**src/rtl/egcd_pkg.sv**
```systemverilog
// Shared widths, controller states and command/status types for the extended GCD core.
package egcd_pkg;

   localparam int OPER_W        = 31;
   localparam int COEF_W        = 32;
   localparam int WIDTH_DEFAULT = 32;
   localparam int DIV_STEPS     = OPER_W;
   localparam int STEP_W        = $clog2(DIV_STEPS);
   localparam int REQ_DATA_W    = ((2 * OPER_W + 7) / 8) * 8;
   localparam int RSP_DATA_W    = ((OPER_W + 2 * COEF_W + 7) / 8) * 8;

   typedef logic [OPER_W-1:0]        oper_type;
   typedef logic signed [COEF_W-1:0] coef_type;

   typedef enum logic [2:0] {
      ST_IDLE,
      ST_CHECK,
      ST_DIVIDE,
      ST_UPDATE,
      ST_FINISH
   } state_type;

   typedef struct packed {
      logic load;
      logic div_init;
      logic div_step;
      logic commit;
      logic emit;
   } cmd_type;

   typedef struct packed {
      logic cur_zero;
   } status_type;

endpackage

```
**src/rtl/egcd_dpath.sv**
```systemverilog
// Datapath: remainder and coefficient registers, bit-serial divider with shift-add products.
module egcd_dpath (
   input  logic               clock,
   input  egcd_pkg::cmd_type  cmd,
   input  egcd_pkg::oper_type left_value,
   input  egcd_pkg::oper_type right_value,
   output egcd_pkg::status_type status,
   output egcd_pkg::oper_type divisor,
   output egcd_pkg::coef_type coeff_left,
   output egcd_pkg::coef_type coeff_right
);
   import egcd_pkg::*;

   oper_type prev_r_ff, prev_r_in, cur_r_ff, cur_r_in;
   coef_type prev_s_ff, prev_s_in, cur_s_ff, cur_s_in;
   coef_type prev_t_ff, prev_t_in, cur_t_ff, cur_t_in;
   oper_type rem_ff, rem_in, dvd_ff, dvd_in;
   coef_type acc_s_ff, acc_s_in, acc_t_ff, acc_t_in;
   oper_type out_g_ff, out_g_in;
   coef_type out_x_ff, out_x_in, out_y_ff, out_y_in;

   logic [OPER_W:0]   shifted;
   logic [OPER_W+1:0] diff;
   logic              qbit;

   // One restoring division step: bring down the next dividend bit and try to subtract.
   assign shifted = {rem_ff, dvd_ff[OPER_W-1]};
   assign diff    = {1'b0, shifted} - {2'b00, cur_r_ff};
   assign qbit    = ~diff[OPER_W+1];

   always_comb begin
      prev_r_in = prev_r_ff;
      cur_r_in  = cur_r_ff;
      prev_s_in = prev_s_ff;
      cur_s_in  = cur_s_ff;
      prev_t_in = prev_t_ff;
      cur_t_in  = cur_t_ff;
      rem_in    = rem_ff;
      dvd_in    = dvd_ff;
      acc_s_in  = acc_s_ff;
      acc_t_in  = acc_t_ff;
      out_g_in  = out_g_ff;
      out_x_in  = out_x_ff;
      out_y_in  = out_y_ff;
      if (cmd.load) begin
         prev_r_in = left_value;
         cur_r_in  = right_value;
         prev_s_in = COEF_W'(1);
         cur_s_in  = '0;
         prev_t_in = '0;
         cur_t_in  = COEF_W'(1);
      end
      if (cmd.div_init) begin
         rem_in   = '0;
         dvd_in   = prev_r_ff;
         acc_s_in = '0;
         acc_t_in = '0;
      end
      if (cmd.div_step) begin
         rem_in   = qbit ? diff[OPER_W-1:0] : shifted[OPER_W-1:0];
         dvd_in   = {dvd_ff[OPER_W-2:0], 1'b0};
         // The quotient arrives MSB first, so q*cur accumulates as a shift-add.
         acc_s_in = (acc_s_ff <<< 1) + (qbit ? cur_s_ff : '0);
         acc_t_in = (acc_t_ff <<< 1) + (qbit ? cur_t_ff : '0);
      end
      if (cmd.commit) begin
         prev_r_in = cur_r_ff;
         cur_r_in  = rem_ff;
         prev_s_in = cur_s_ff;
         cur_s_in  = prev_s_ff - acc_s_ff;
         prev_t_in = cur_t_ff;
         cur_t_in  = prev_t_ff - acc_t_ff;
      end
      if (cmd.emit) begin
         out_g_in = prev_r_ff;
         out_x_in = prev_s_ff;
         out_y_in = prev_t_ff;
      end
   end

   always_ff @(posedge clock) begin
      prev_r_ff <= prev_r_in;
      cur_r_ff  <= cur_r_in;
      prev_s_ff <= prev_s_in;
      cur_s_ff  <= cur_s_in;
      prev_t_ff <= prev_t_in;
      cur_t_ff  <= cur_t_in;
      rem_ff    <= rem_in;
      dvd_ff    <= dvd_in;
      acc_s_ff  <= acc_s_in;
      acc_t_ff  <= acc_t_in;
      out_g_ff  <= out_g_in;
      out_x_ff  <= out_x_in;
      out_y_ff  <= out_y_in;
   end

   assign status.cur_zero = (cur_r_ff == '0);
   assign divisor         = out_g_ff;
   assign coeff_left      = out_x_ff;
   assign coeff_right     = out_y_ff;

endmodule

```
**src/rtl/egcd_ctrl.sv**
```systemverilog
// Controller: sequences Euclid rounds and serial division steps, owns the handshakes.
module egcd_ctrl #(
   parameter int WIDTH = egcd_pkg::WIDTH_DEFAULT
) (
   input  logic                 clock,
   input  logic                 reset,
   input  logic                 req_tvalid,
   output logic                 req_tready,
   output logic                 rsp_tvalid,
   input  logic                 rsp_tready,
   input  egcd_pkg::status_type status,
   output egcd_pkg::cmd_type    cmd
);
   import egcd_pkg::*;

   localparam int ROUND_MAX = 2 * WIDTH;
   localparam int RND_W     = $clog2(ROUND_MAX + 1);
   localparam logic [RND_W-1:0]  ROUND_LIMIT = RND_W'(ROUND_MAX);
   localparam logic [STEP_W-1:0] LAST_STEP   = STEP_W'(DIV_STEPS - 1);

   state_type         state_ff, state_in;
   logic [STEP_W-1:0] step_ff, step_in;
   logic [RND_W-1:0]  round_ff, round_in;
   logic              rsp_valid_ff, rsp_valid_in;

   always_ff @(posedge clock) begin
      if (reset) begin
         state_ff     <= ST_IDLE;
         step_ff      <= '0;
         round_ff     <= '0;
         rsp_valid_ff <= 1'b0;
      end else begin
         state_ff     <= state_in;
         step_ff      <= step_in;
         round_ff     <= round_in;
         rsp_valid_ff <= rsp_valid_in;
      end
   end

   always_comb begin
      state_in   = state_ff;
      step_in    = step_ff;
      round_in   = round_ff;
      cmd        = '0;
      req_tready = 1'b0;
      case (state_ff)
         ST_IDLE: begin
            req_tready = 1'b1;
            if (req_tvalid) begin
               cmd.load = 1'b1;
               round_in = '0;
               state_in = ST_CHECK;
            end
         end
         ST_CHECK: begin
            if (status.cur_zero || round_ff == ROUND_LIMIT) begin
               state_in = ST_FINISH;
            end else begin
               cmd.div_init = 1'b1;
               step_in      = '0;
               state_in     = ST_DIVIDE;
            end
         end
         ST_DIVIDE: begin
            cmd.div_step = 1'b1;
            step_in      = step_ff + STEP_W'(1);
            if (step_ff == LAST_STEP) begin
               state_in = ST_UPDATE;
            end
         end
         ST_UPDATE: begin
            cmd.commit = 1'b1;
            round_in   = round_ff + RND_W'(1);
            state_in   = ST_CHECK;
         end
         ST_FINISH: begin
            if (!rsp_valid_ff || rsp_tready) begin
               cmd.emit = 1'b1;
               state_in = ST_IDLE;
            end
         end
         default: begin
            state_in = ST_IDLE;
         end
      endcase
   end

   always_comb begin
      rsp_valid_in = rsp_valid_ff;
      if (cmd.emit) begin
         rsp_valid_in = 1'b1;
      end else if (rsp_tready) begin
         rsp_valid_in = 1'b0;
      end
   end

   assign rsp_tvalid = rsp_valid_ff;

   a_divide_entry: assert property (@(posedge clock) disable iff (reset)
      (state_ff == ST_DIVIDE) |-> ($past(state_ff) == ST_CHECK || $past(state_ff) == ST_DIVIDE))
      else $error("divide state entered from an unexpected state");

   a_full_division: assert property (@(posedge clock) disable iff (reset)
      (state_ff == ST_UPDATE) |-> ($past(step_ff) == LAST_STEP))
      else $error("round committed before all quotient bits were produced");

   a_round_cap: assert property (@(posedge clock) disable iff (reset)
      (state_ff == ST_DIVIDE) |-> (round_ff < ROUND_LIMIT))
      else $error("division started past the round limit");

   a_no_overwrite: assert property (@(posedge clock) disable iff (reset)
      cmd.emit |-> (!rsp_valid_ff || rsp_tready))
      else $error("pending result overwritten");

endmodule

```
**src/rtl/extended_gcd_core.sv**
```systemverilog
// Top level of the extended GCD core: stream ports, controller and datapath.
//
// Each request beat carries two non-negative 31-bit operands a and b; the core
// answers with one response beat holding g = gcd(a, b) and Bezout coefficients
// x and y (32-bit two's complement) such that a*x + b*y = g. When b is zero the
// answer is g = a, x = 1, y = 0. The core works on one item at a time: a request
// is taken only while the controller is idle, but a finished result sits in an
// output register, so the next request can be accepted while the previous
// response still waits for rsp_tready. Each Euclid round is one check, 31 steps
// of the one-bit-per-cycle restoring divider and one update; an item needs at
// most 46 rounds for 31-bit operands. The rounds are capped at 2*WIDTH. The
// quotient times coefficient products are formed by shift-add inside the
// divider steps, so the core has no multiplier.
module extended_gcd_core #(
   parameter int WIDTH = egcd_pkg::WIDTH_DEFAULT
) (
   input  logic                                clock,
   input  logic                                reset,
   input  logic                                req_tvalid,
   output logic                                req_tready,
   // Fields from bit 0: left_value[30:0], right_value[61:31], zero pad.
   input  logic [egcd_pkg::REQ_DATA_W-1:0]     req_tdata,
   output logic                                rsp_tvalid,
   input  logic                                rsp_tready,
   // Fields from bit 0: divisor[30:0], coeff_left[62:31], coeff_right[94:63], zero pad.
   output logic [egcd_pkg::RSP_DATA_W-1:0]     rsp_tdata
);
   import egcd_pkg::*;

   cmd_type    cmd;
   status_type status;
   oper_type   left_value, right_value, divisor;
   coef_type   coeff_left, coeff_right;

   assign left_value  = req_tdata[OPER_W-1:0];
   assign right_value = req_tdata[2*OPER_W-1:OPER_W];

   egcd_ctrl #(
      .WIDTH(WIDTH)
   ) u_ctrl (
      .clock      (clock),
      .reset      (reset),
      .req_tvalid (req_tvalid),
      .req_tready (req_tready),
      .rsp_tvalid (rsp_tvalid),
      .rsp_tready (rsp_tready),
      .status     (status),
      .cmd        (cmd)
   );

   egcd_dpath u_dpath (
      .clock       (clock),
      .cmd         (cmd),
      .left_value  (left_value),
      .right_value (right_value),
      .status      (status),
      .divisor     (divisor),
      .coeff_left  (coeff_left),
      .coeff_right (coeff_right)
   );

   assign rsp_tdata = {(RSP_DATA_W - OPER_W - 2 * COEF_W)'(0),
                       coeff_right, coeff_left, divisor};

   // An accepted beat always moves the controller into the check state.
   a_single_item: assert property (@(posedge clock) disable iff (reset)
      (req_tvalid && req_tready) |=> !req_tready)
      else $error("request accepted while an item was in progress");

endmodule
```
**config.mk**
```make
export PLATFORM = sky130hd
export DESIGN_NAME = extended_gcd_core
export DESIGN_NICKNAME = d
export VERILOG_FILES = /design/src/rtl/egcd_pkg.sv /design/src/rtl/egcd_dpath.sv /design/src/rtl/egcd_ctrl.sv /design/src/rtl/extended_gcd_core.sv
export SDC_FILE = /design/constraint.sdc
export NUM_CORES = 1
export LEC_CHECK = 0
export ABC_AREA = 1
export BUFFER_PORTS_ARGS = -buffer_cell sky130_fd_sc_hd__buf_2
export CAP_MARGIN = 15
export CORE_ASPECT_RATIO = 1.75
export CORE_MARGIN = 4
export CORE_UTILIZATION = 56
export DETAILED_ROUTE_END_ITERATION = 10
export PLACE_DENSITY = 0.79
export SLEW_MARGIN = 5
export SYNTH_ARGS = -nofsm -noshare
export SYNTH_HDL_FRONTEND = slang
export SYNTH_SLANG_ARGS = --single-unit
```
**constraint.sdc**
```tcl
create_clock -name clock -period 10.9 [get_ports clock]
set_input_delay 1.635 -clock clock [delete_from_list [all_inputs] [get_ports clock]]
set_output_delay 1.635 -clock clock [all_outputs]
set_load 0.01 [all_outputs]
```
---- After elaboration in Yosys (flattened, before gate mapping) ----
Index checks and enable logic that the tools add are counted.
operators by class
  multiplexer cells ....................... 40
  reduce and logical (&&, ||, !) cells .... 13
  equality and inequality tests ........... 10
  $add $sub $neg .......................... 7
operators by type and width
  kind                                                    count
  two-way mux 32 bit                                      11
  two-way mux 31 bit                                      9
  adder 32 bit                                            2
  subtractor 32 bit                                       2
  subtractor 32 x 31 -> 33 bit                            1
  logical NOT 31 bit                                      1
  case mux 3 bit (5 select lines)                         1
  case mux 7 bit (2 select lines)                         1
  two-way mux 3 bit                                       4
  two-way mux 1 bit                                       11
  case mux 5 bit (2 select lines)                         1
  nonzero test 2 bit                                      5
  adder 7 x 1 -> 7 bit (second input constant)            1
  equality test 7 bit (second input constant)             1
  two-way mux 7 bit                                       1
  equality test 3 x 2 -> 1 bit (second input constant)    2
  adder 5 x 1 -> 5 bit (second input constant)            1
  equality test 5 bit (second input constant)             1
  two-way mux 5 bit                                       1
  inequality test 2 x 1 -> 1 bit (second input constant)  2
  inequality test 2 bit (second input constant)           2
  AND reduction 2 bit                                     2
  equality test 3 x 1 -> 1 bit (second input constant)    1
  equality test 3 bit (second input constant)             1
  4 further kinds                                         5
word-level totals
  input bits .............................. 68
  logic and storage cells ................. 88
  bits in registers ....................... 427
  output and inout bits ................... 98

---- Depth between registers and ports, before layout ----
Gate-level depths: netlist (run 1).
  depth in word-level cells ............... 6
  mapped depth ............................ 28
  gate-level depth less buffers ........... 27

---- Hierarchy ----
Synthesis (run 1) repeated with hierarchy kept, for this count alone.
unflattened totals
  cells, all modules ...................... 3087
  area total of the unflattened synthesis .. 25607.1 µm²
by module, submodules not included
  module             cells an instance  area each (µm²)  times used  sequential area each (µm²)
  egcd_dpath         2962               24741.2          1           12331.8
  egcd_ctrl          123                854.6            1           320.3
  extended_gcd_core  2                  11.3             1           0.0

---- Worst setup path after synthesis (run 1) ----
No wires, ideal clock.
  kind .................................... input -> register
  from .................................... input rsp_tready
  to ...................................... register u_dpath.out_x_ff[0], in the netlist u_dpath.coeff_left[0] (enable)
  library setup time ...................... 0.783 ns
  slack ................................... -0.516 ns
  stages on the path ...................... 2
  path buffers ............................ 0
  required time ........................... 10.117 ns
  arrival ................................. 10.633 ns
  path through ............................ nor2_1 nor4_1
RTL lines
  what                    RTL line                 text
  start: declaration      extended_gcd_core.sv:24  input logic rsp_tready,
  end signal: assignment  egcd_dpath.sv:93         out_x_ff <= out_x_in;
  end: declaration        egcd_dpath.sv:20         coef_type out_x_ff, out_x_in, out_y_ff, out_y_in;

---- Worst setup path after layout (run 1) ----
  from .................................... register u_dpath.cur_r_ff[0]
  to ...................................... register u_dpath.acc_t_ff[29] (data pin)
on the way
  longest elaborated chain between the ends .. 4
RTL lines
  what                          RTL line          text
  start: declaration            egcd_dpath.sv:14  oper_type prev_r_ff, prev_r_in, cur_r_ff, cur_r_in;
  start signal: assignment      egcd_dpath.sv:83  cur_r_ff <= cur_r_in;
  subtractor 32 x 31 -> 33 bit  egcd_dpath.sv:28  assign diff = {1'b0, shifted} - {2'b00, cur_r_ff};
  two-way mux 32 bit            egcd_dpath.sv:64  acc_t_in = (acc_t_ff <<< 1) + (qbit ? cur_t_ff : '0);
  adder 32 bit                  egcd_dpath.sv:64
  two-way mux 32 bit            egcd_dpath.sv:59  if (cmd.div_step) begin
  end signal: assignment        egcd_dpath.sv:91  acc_t_ff <= acc_t_in;
  end: declaration              egcd_dpath.sv:18  coef_type acc_s_ff, acc_s_in, acc_t_ff, acc_t_in;
No other way between the ends.
A chain may end at the register's enable or synchronous reset.

==> results of run 1 <==
layer usage:
metal | track usage | routed length, um | up-vias
met5 | 0 | 0 | -
met4 | 0.184 | 5280 | 0
met3 | 0.0253 | 3110 | 251
met2 | 0.560 | 38600 | 780
met1 | 0.318 | 26300 | 9966
li1 | - | - | 10473
power by group:
part,leakage (uW),internal (uW),switching (uW)
registers,0.00408,2110,128
logic,0.00735,620,1540
clock network,0.000629,782,639
total,0.0121,3510,2310
stage by stage:
step / hold WS (ns) / util / area, sq um / cells
after floorplan: 0.426 / - / 25300 / 2998
after global placement: 0.434 / 0.601 / 26700 / 3685
after detailed placement: 0.439 / 0.601 / 26700 / 3685
after CTS: 0.457 / 0.630 / 28000 / 3759
after global routing: 0.463 / 0.630 / 28000 / 3759
final: 0.453 / 0.630 / 28000 / 3759
cell type report:
class,count,share of cell area
Multi-Input combinational cell,2108,0.389
Sequential cell,427,0.452
Timing Repair Buffer,174,0.0322
Clock buffer,54,0.0402
Clock inverter,20,0.00648
Inverter,404,0.0544
Tap cell,572,0.0256
how the worst max path moves through the flow:
stage                                          start                                 end  slack [ns]  cells past startpoint
floorplan                                 rsp_tready     u_dpath.coeff_left[0]$_DFFE_PP_        3.51                      2
global placement       u_dpath.cur_r_ff[0]$_DFFE_PP_  u_dpath.acc_t_ff[29]$_SDFFCE_PN0P_        5.55                     25
detailed placement     u_dpath.cur_r_ff[0]$_DFFE_PP_  u_dpath.acc_t_ff[29]$_SDFFCE_PN0P_        5.40                     25
CTS                    u_dpath.cur_r_ff[0]$_DFFE_PP_  u_dpath.acc_t_ff[29]$_SDFFCE_PN0P_        5.42                     25
global route        u_dpath.rem_ff[14]$_SDFFCE_PN0P_  u_dpath.acc_t_ff[21]$_SDFFCE_PN0P_        5.03                     24
finish                 u_dpath.cur_r_ff[0]$_DFFE_PP_  u_dpath.acc_t_ff[29]$_SDFFCE_PN0P_        5.41                     25
layout by cell type (no fill, tap or decap), types with 13 or more instances in the layout:
cell       count
nor2_1       415
nand3_1      112
buf_2        162
nand2_1      632
a21oi_1      325
o21bai_1      20
o21a_1        16
ha_1         157
nor3_1        41
clkbuf_16     42
inv_1        401
o21ai_0      267
a21o_1        13
nand4_1       21
edfxtp_1     410
dfxtp_1       17
worst reg2reg max path, delay by kind of cell (launching register included):
family	cells	cell delay (ns)
simple gates	15	2.05
fa+ha+maj	4	1.11
buf+inv	3	0.92
compound gates	3	0.75
flops	1	0.40
state kept, by name, summed over array words and instances, names as in the netlist, 32 cells and up:
signal               cells
u_dpath.acc_s_ff        32
u_dpath.prev_t_ff       32
u_dpath.cur_s_ff        32
u_dpath.coeff_right     32
u_dpath.prev_s_ff       32
u_dpath.cur_t_ff        32
u_dpath.coeff_left      32
u_dpath.acc_t_ff        32
logic make-up (layout without fill, tap and decap cells):
| logic type | count (synthesis) | count (layout) | synth area share |
|---|---|---|---|
| flip-flops | 427 | 427 | 0.500 |
| XOR/XNOR | 20 | 20 | 0.00692 |
| adder cells (fa/ha/maj) | 162 | 162 | 0.0816 |
| other | 1 | 1 | 0.000148 |
| buffers and inverters | 463 | 652 | 0.0709 |
| AO/OA/AOI/OAI | 665 | 665 | 0.138 |
| AND/OR/NAND/NOR | 1260 | 1260 | 0.202 |
==> run_results.csv, run 1 <==
group,metric,value,unit
global_route,gr-usage-all-layers,0.297,
min_path,hold_path.class,"flip-flop to flip-flop",
setup_path,reg2reg_from,"u_dpath.cur_r_ff[0]$_DFFE_PP_",
setup_path,r2r_end,"u_dpath.acc_t_ff[29]$_SDFFCE_PN0P_",
setup_path,crit_path_end_kind,"flip-flop",
setup_path,worstPathRequired,11.21,ns
setup_path,path_max_fanout,63,
synth,synth_seq_cells,427,
sta,maxSlewViolCount,0,
synth,synth_area_leaders,"edfxtp_1 (49%), nand2_1 (9.4%), ha_1 (7.8%), a21oi_1 (6.4%), nor2_1 (6.2%)",
floorplanning,fp.dieH,289,um
setup_path,slowest_delay,0.53,ns
sta,rsz0062_at_grt,"no",
sta,fin_setup_tns,0,ns
min_path,hold_path_depth,0,
synth,synth_top_area_cell,"edfxtp_1",
global_route,grt_max_degree,91,
synth,ys.flop_type,"edfxtp_1",
routing,drt_pass1_iterations,8,
power_and_ir_drop,power.density,208,nW/um^2
layout,drive_gt1_frac,0.0803,
synth,syn-instance-count,2998,
global_route,overflow,0,
setup_path,crit_type,"flip-flop to flip-flop",
synth,synth_area_per_cell,8.44,sq um
cts,cts-resized-gates,0,
routing,wl,73200,um
synth,async_flop_share,0,
setup_path,cp_top_family,"simple AND/OR/NAND/NOR gates",
setup_path,critPathSlowestCell,"nand2_4",
setup_path,crit_buf_inv,3,
floorplanning,fp.dieArea,48800,sq um
setup_path,startpoint_type,"flip-flop",
sta,fmax,182,MHz
placed_design,place_congestion,0.992,
synth,synthesis.nets,3228,
cts,numCtsBuffers,40,
sta,hold_viol_final,0,
sta,worstMarginPinSlew,1.15,ns
cts,cts_hold_buf,0,
synth,ys_types,46,
layout,nNetsFinal,3385,
power_and_ir_drop,finalPower,5820,uW
floorplanning,coreArea,44400,sq um
sta,setup_viol,0,
routing,via_per_inst,5.71,
placed_design,io_buffer_count,162,
cts,cts_tree,"yes",
min_path,hold_end,"u_dpath.divisor[26]$_DFFE_PP_",
routing,vias,21470,
synth,synth_common_cells,"nand2_1 (634), nor2_1 (415), edfxtp_1 (410)",
layout,final.fill_count,3879,
sta,skew,0.0195,ns
layout,multiInputGateArea,10900,sq um
setup_path,cp.arrival,5.80,ns
power_and_ir_drop,peakVddDrop,0.146,mV
floorplanning,start_util,0.570,
flow_run,maxCapViolCount,0,
routing,initialDrtViolationCount,1633,
global_route,grt_pass1_vias,21779,
power_and_ir_drop,power.leakage,0.0121,uW
cts,htreeDepth,2,
layout,antenna_cells,0,
synth,synth_edf_count,410,
global_route,antenna_found_initial,0,
setup_path,reg2reg_depth,25,
cts,clock-sinks,427,
floorplanning,die_w,169,um
layout,seq_area,12700,sq um
floorplanning,std_cell_rows,102,
routing,drt-wirelength-per-cell,19.5,um
global_route,grt_pass1_wl,114000,um
sta,fin_ws,5.41,ns
synth,synth_top_area_share,0.487,
placed_design,dp_slack,5.40,ns
synth,yosysSeqAreaShare,0.500,
placed_design,dp_hpwl,55700,um
floorplanning,ios,166,
synth,syn_area,25300,sq um
cts,cts_root_buf,"clkbuf_16",
cts,cts_setup_buffers,0,
cts,cts.clk_slew.worst_paths,0.07,ns
sta,post-route-period-util,0.504,
sta,min_period,5.49,ns
routing,drcViolationCount,0,
sta,max-slew-margin-rel,0.235,
min_path,hp-start,"u_dpath.prev_r_ff[26]$_DFFE_PP_",
setup_path,crit_top_cell,"nand2_1",
setup_path,r2r_slack,5.41,ns
cts,clockBufferDepth,3,
synth,yosysWarningCount,0,
run_status,status,"finished clean",
synth,synth.most_common_cell,"nand2_1",
cts,clock_latency,0.56,ns
layout,area.growth.synth_to_final,10.6,%
routing,antenna_left,0,
Power figures use the tool's default switching activity.
==> run 2, diff against run 1 <==
- ABC_AREA: 1 -> 0
- clock period: 10.9 -> 4.77 ns (I/O delays scaled with it)
==> run_results.csv, run 2 <==
group,metric,value,unit
run_status,status,"complete, but fails checks",
run_status,violations,"setup timing",
synth,synth_seq_cells,427,
routing,vias,19808,
placed_design,place_area,27400,sq um
floorplanning,fp.dieH,283,um
setup_path,path_max_fanout,5,
floorplanning,std_cell_rows,100,
setup_path,slowest_delay,0.46,ns
synth,synth_area_per_cell,10.6,sq um
power_and_ir_drop,power.leakage,0.0129,uW
sta,hold_viol_final,0,
synth,synth.most_common_cell,"edfxtp_1",
routing,drcViolationCount,0,
sta,min_period,5.13,ns
sta,worstMarginPinSlew,0.920,ns
synth,synth_edf_count,410,
synth,synth_area_leaders,"edfxtp_1 (51%), ha_1 (8.1%), nand2_1 (3.6%), nor2_1 (3.5%), a21oi_1 (2.9%)",
floorplanning,die_w,165,um
synth,ys_types,73,
layout,nNetsFinal,2986,
sta,fmax,195,MHz
cts,clock_latency,0.56,ns
power_and_ir_drop,power.density,416,nW/um^2
sta,skew,0.0220,ns
cts,cts.clk_slew.worst_paths,0.07,ns
synth,syn-instance-count,2283,
layout,area.growth.synth_to_final,26.7,%
global_route,grt_pass1_wl,102000,um
min_path,hold_path.class,"input port to flip-flop",
cts,cts_hold_buf,0,
sta,max-slew-margin-rel,0.381,
global_route,overflow,0,
global_route,antenna_found_initial,0,
sta,maxSlewViolCount,0,
flow_run,maxCapViolCount,0,
placed_design,dp_hpwl,44400,um
global_route,grt_max_degree,87,
power_and_ir_drop,finalPower,12700,uW
setup_path,crit_path_cell_trace,"ha_4 -> nand3_2 -> nor4_2 -> buf_4 -> o211ai_1 -> buf_4 -> a311oi_2 -> o211ai_1 -> buf_4 -> a41o_4 -> nor2b_2 -> fa_2 -> nand2_2 -> a21o_1 -> a221o_1 -> and3_4 -> o31a_1 -> o21bai_1 -> buf_4 -> a31oi_2 -> xor2_1 -> nor2_1",
floorplanning,fp.dieArea,46700,sq um
power_and_ir_drop,power.share.sequential,0.377,
routing,antenna_left,0,
synth,yosysSeqAreaShare,0.524,
synth,synth_top_area_share,0.510,
setup_path,crit_type,"flip-flop to flip-flop",
synth,synthesis.nets,2513,
sta,holdWs,0.416,ns
power_and_ir_drop,peakVddDrop,0.377,mV
setup_path,cp.arrival,5.41,ns
cts,htreeDepth,2,
cts,numCtsBuffers,40,
synth,ys.flop_type,"edfxtp_1",
synth,async_flop_share,0,
sta,rsz0062_at_grt,"yes",
layout,final_common_cell,"edfxtp_1",
floorplanning,start_util,0.566,
setup_path,crit_top_cell,"buf_4",
power_and_ir_drop,pwr-share-comb,0.382,
synth,synth_top_area_cell,"edfxtp_1",
power_and_ir_drop,p_clk_frac,0.242,
cts,clockBufferDepth,3,
floorplanning,ios,166,
setup_path,crit_path_end_kind,"flip-flop",
routing,drt_pass1_iterations,5,
setup_path,critPathSlowestCell,"edfxtp_1",
layout,final.fill_count,2905,
power_and_ir_drop,switchingPower,4290,uW
layout,mostFrequentLayoutCells,"edfxtp_1 (410), buf_4 (317), nand2_1 (225)",
routing,via_per_inst,5.92,
global_route,grt_pass1_vias,20161,
setup_path,r2r_slack,-0.36,ns
layout,drive_gt1_frac,0.265,
cts,cts_root_buf,"clkbuf_16",
power_and_ir_drop,intPower,8440,uW
global_route,gr-usage-all-layers,0.275,
placed_design,io_buffer_count,162,
setup_path,startpoint_type,"flip-flop",
cts,cts_tree,"yes",
layout,antenna_cells,0,
routing,wl,67800,um
setup_path,worstPathRequired,5.05,ns
synth,yosysWarningCount,0,
layout,stdcell_area,30600,sq um
sta,setup_viol,34,
floorplanning,coreArea,42700,sq um
routing,initialDrtViolationCount,1460,
synth,syn_area,24200,sq um
cts,clock-sinks,427,
sta,post-route-period-util,1.08,
synth,synth_common_cells,"edfxtp_1 (410), nand2_1 (229), nor2_1 (227)",
sta,fin_ws,-0.358,ns
placed_design,place_congestion,0.929,
power_and_ir_drop,p_sw_frac,0.337,
routing,drt-wirelength-per-cell,20.3,um
## run 2: power groups by stage
stage | registers [uW] | logic [uW] | clock network, uW
global route | 4820 | 5240 | 3280
global placement | 4840 | 3800 | 0
finish | 4800 | 4860 | 3080
detailed placement | 4850 | 3910 | 0
CTS | 4780 | 4320 | 3130
floorplan | 4790 | 2590 | 0
## run 2: what timing repair did
| action | CTS | global route |
|---|---|---|
| gates cloned | 3 | 0 |
| endpoints found under the setup margin | 30 | 49 |
| setup buffers | 56 | 40 |
| pin swaps | 72 | 105 |
| gates resized for setup | 109 | 132 |
## run 2: through the flow
stage | setup slack [ns] | setup TNS [ns] | instances | util
floorplan | 0.00240 | 0 | 2283 | -
global placement | -0.226 | -2.37 | 3189 | 0.643
detailed placement | -0.372 | -5.02 | 3189 | 0.643
CTS | -0.212 | -3.21 | 3317 | 0.695
global route | -0.562 | -12.84 | 3348 | 0.717
finish | -0.358 | -6.52 | 3348 | 0.717
## run 2: final cells by class
cell class	instances	area [sq um]	share of cell area
Multi-Input combinational cell	1644	11800	0.387
Clock inverter	24	160	0.00523
Sequential cell	427	12700	0.413
Clock buffer	49	1060	0.0345
Inverter	126	479	0.0157
Timing Repair Buffer	517	3720	0.122
Tap cell	561	702	0.0229
## run 2: path summary, 6_finish.rpt
check                                         from                                  to  cells past startpoint
setup / recovery  u_dpath.rem_ff[11]$_SDFFCE_PN0P_  u_dpath.acc_s_ff[25]$_SDFFCE_PN0P_                     22
hold / removal                       req_tdata[39]       u_dpath.cur_r_ff[8]$_DFFE_PP_                      3
setup reg to reg  u_dpath.rem_ff[11]$_SDFFCE_PN0P_  u_dpath.acc_s_ff[25]$_SDFFCE_PN0P_                     22
hold reg to reg     u_dpath.prev_r_ff[4]$_DFFE_PP_        u_dpath.divisor[4]$_DFFE_PP_                      0
## run 2: cells by family after synthesis
group | share of synthesized area
and+or+nand+nor | 0.156
AOI/OAI and AO/OA | 0.149
DFF | 0.524
buffers and inverters | 0.0347
adders and majority gates | 0.0855
xor gates and xnor gates | 0.0450
muxes | 0.00622
other | 0.000155
## run 2: critical path: cells and delay by family (launching register included)
kind,cells,cell delay [ns]
and+or+nand+nor,6,0.95
buffers and inverters,4,0.71
adders and majority gates,2,0.62
AOI/OAI and AO/OA,9,1.93
xor gates and xnor gates,1,0.17
DFF,1,0.46
## run 2: per-layer routing
layer / vias to the layer above / wire length [um] / track usage
li1: 9230 / - / -
met1: 9471 / 23800 / 0.304
met2: 830 / 35500 / 0.509
met3: 277 / 3760 / 0.0279
met4: 0 / 4680 / 0.152
met5: - / 0 / 0
==> run 3, diff against run 2 <==
- RECOVER_POWER: not set -> 100
==> run_results.csv, run 3 (synthesis results as in run 2) <==
group,metric,value,unit
setup_path,crit_path_cell_trace,"ha_4 -> nand3_2 -> nor4_2 -> buf_4 -> o211ai_1 -> buf_4 -> a311oi_2 -> o211ai_1 -> buf_4 -> a41o_4 -> nor2b_2 -> fa_2 -> nand2_2 -> a21o_1 -> a221o_1 -> and3_4 -> o31a_1 -> o21bai_1 -> buf_4 -> a31oi_2 -> xor2_1 -> nor2_1",
setup_path,path_max_fanout,5,
routing,antenna_left,0,
layout,drive_gt1_frac,0.229,
sta,worstMarginPinSlew,2.11,ns
sta,fmax,194,MHz
cts,clockBufferDepth,3,
layout,nNetsFinal,2986,
setup_path,crit_top_cell,"buf_4",
sta,skew,0.0210,ns
setup_path,cp.arrival,5.43,ns
global_route,grt_busiest_layer,"met2",
cts,clock-sinks,427,
sta,min_period,5.14,ns
floorplanning,fp.dieArea,46700,sq um
sta,rsz0062_at_grt,"yes",
sta,setup_viol,34,
floorplanning,die_w,165,um
floorplanning,std_cell_rows,100,
cts,cts_tree,"yes",
cts,cts_root_buf,"clkbuf_16",
cts,cts.clk_slew.worst_paths,0.07,ns
cts,htreeDepth,2,
sta,max-slew-margin-rel,-0.406,
floorplanning,start_util,0.566,
global_route,antenna_found_initial,0,
sta,post-route-period-util,1.08,
routing,drt-wirelength-per-cell,20.3,um
power_and_ir_drop,power.density,419,nW/um^2
placed_design,io_buffer_count,162,
routing,drt_pass1_iterations,6,
cts,numCtsBuffers,40,
routing,drcViolationCount,0,
global_route,grt_max_degree,87,
layout,antenna_cells,0,
power_and_ir_drop,power.leakage,0.0125,uW
global_route,grt.met2_usage,0.509,
sta,fin_ws,-0.375,ns
flow_run,maxCapViolCount,7,
layout,final_common_cell,"edfxtp_1",
setup_path,worstPathRequired,5.05,ns
placed_design,placed_cells,3189,
global_route,grtUsageMet3,0.0279,
setup_path,crit_type,"flip-flop to flip-flop",
routing,initialDrtViolationCount,1471,
routing,wl,67900,um
floorplanning,ios,166,
layout,final_cells,3348,
placed_design,dp_hpwl,44400,um
layout,area.growth.synth_to_final,25.9,%
routing,vias,19873,
layout,mostFrequentLayoutCells,"edfxtp_1 (410), buf_4 (308), nand2_1 (225)",
cts,clock_latency,0.56,ns
global_route,gr-usage-all-layers,0.275,
setup_path,startpoint_type,"flip-flop",
run_status,status,"complete, but fails checks",
setup_path,slowest_delay,0.46,ns
sta,hold_viol_final,0,
global_route,grt_pass1_wl,102000,um
setup_path,critPathSlowestCell,"edfxtp_1",
placed_design,place_congestion,0.929,
global_route,overflow,0,
placed_design,dp_slack,-0.372,ns
min_path,hold_path.class,"input port to flip-flop",
floorplanning,fp.dieH,283,um
global_route,grt_pass1_vias,20161,
sta,fin_setup_tns,-6.65,ns
global_route,met1_usage,0.304,
power_and_ir_drop,peakVddDrop,0.375,mV
floorplanning,coreArea,42700,sq um
routing,via_per_inst,5.94,
sta,maxSlewViolCount,409,
setup_path,crit_path_end_kind,"flip-flop",
run_status,violations,"capacitance limit, slew limit, setup timing",
[run 3: area by class of cell]
class                      instances  area (sq um)
sequential                       427         12700
fill                            2966         12300
multi-input combinational       1644         11800
timing repair buffer             517          3540
clock buffer                      49          1060
tap                              561           702
inverter                         126           475
clock inverter                    24           160
[run 3: power by group]
part | leakage, uW | total (uW) | switching (uW) | internal (uW)
Sequential | 0.00408 | 4810 | 235 | 4570
Clock | 0.000591 | 3080 | 1440 | 1640
Combinational | 0.00785 | 4840 | 2620 | 2220
Total | 0.0125 | 12700 | 4290 | 8440
[run 3: worst max-delay path, delay by kind of cell (launching register included)]
family                   cells  cell delay [ns]
AO/OA/AOI/OAI                9             1.94
flip-flops                   1             0.46
adder cells (fa/ha/maj)      2             0.63
buffers and inverters        4             0.71
AND/OR/NAND/NOR              6             0.95
XOR/XNOR                     1             0.17
[run 3: metal layers]
| metal | routed length, um | vias to the layer above |
|---|---|---|
| met4 | 4790 | 0 |
| met1 | 24000 | 9499 |
| li1 | - | 9228 |
| met2 | 35400 | 845 |
| met3 | 3660 | 301 |
| met5 | 0 | - |
[run 3: what timing repair did]
item,in CTS,in global routing
buffers inserted,56,40
gates resized for setup,109,132
gates cloned,3,0
hold buffers,0,0
pin swaps,72,105
setup endpoints to repair,30,49
[run 3: final timing paths]
path | startpoint | slack (ns) | cells after the start | to
worst max-delay path | u_dpath.rem_ff[11]$_SDFFCE_PN0P_ | -0.37 | 22 | u_dpath.acc_s_ff[25]$_SDFFCE_PN0P_
worst min register to register | u_dpath.prev_r_ff[4]$_DFFE_PP_ | 0.45 | 0 | u_dpath.divisor[4]$_DFFE_PP_
worst max register to register | u_dpath.rem_ff[11]$_SDFFCE_PN0P_ | -0.37 | 22 | u_dpath.acc_s_ff[25]$_SDFFCE_PN0P_
worst min-delay path | req_tdata[39] | 0.42 | 3 | u_dpath.cur_r_ff[8]$_DFFE_PP_
[run 3: through the flow]
step	hold slack (ns)	area, sq um	util	total power, uW
2_1_floorplan	0.426	24200	-	7380
3_5_place_dp	0.437	27400	0.643	8760
5_1_grt	0.413	30400	0.713	13300
3_3_place_gp	0.433	27400	0.643	8650
4_1_cts	0.394	29700	0.695	12200
6_report	0.417	30400	0.713	12700
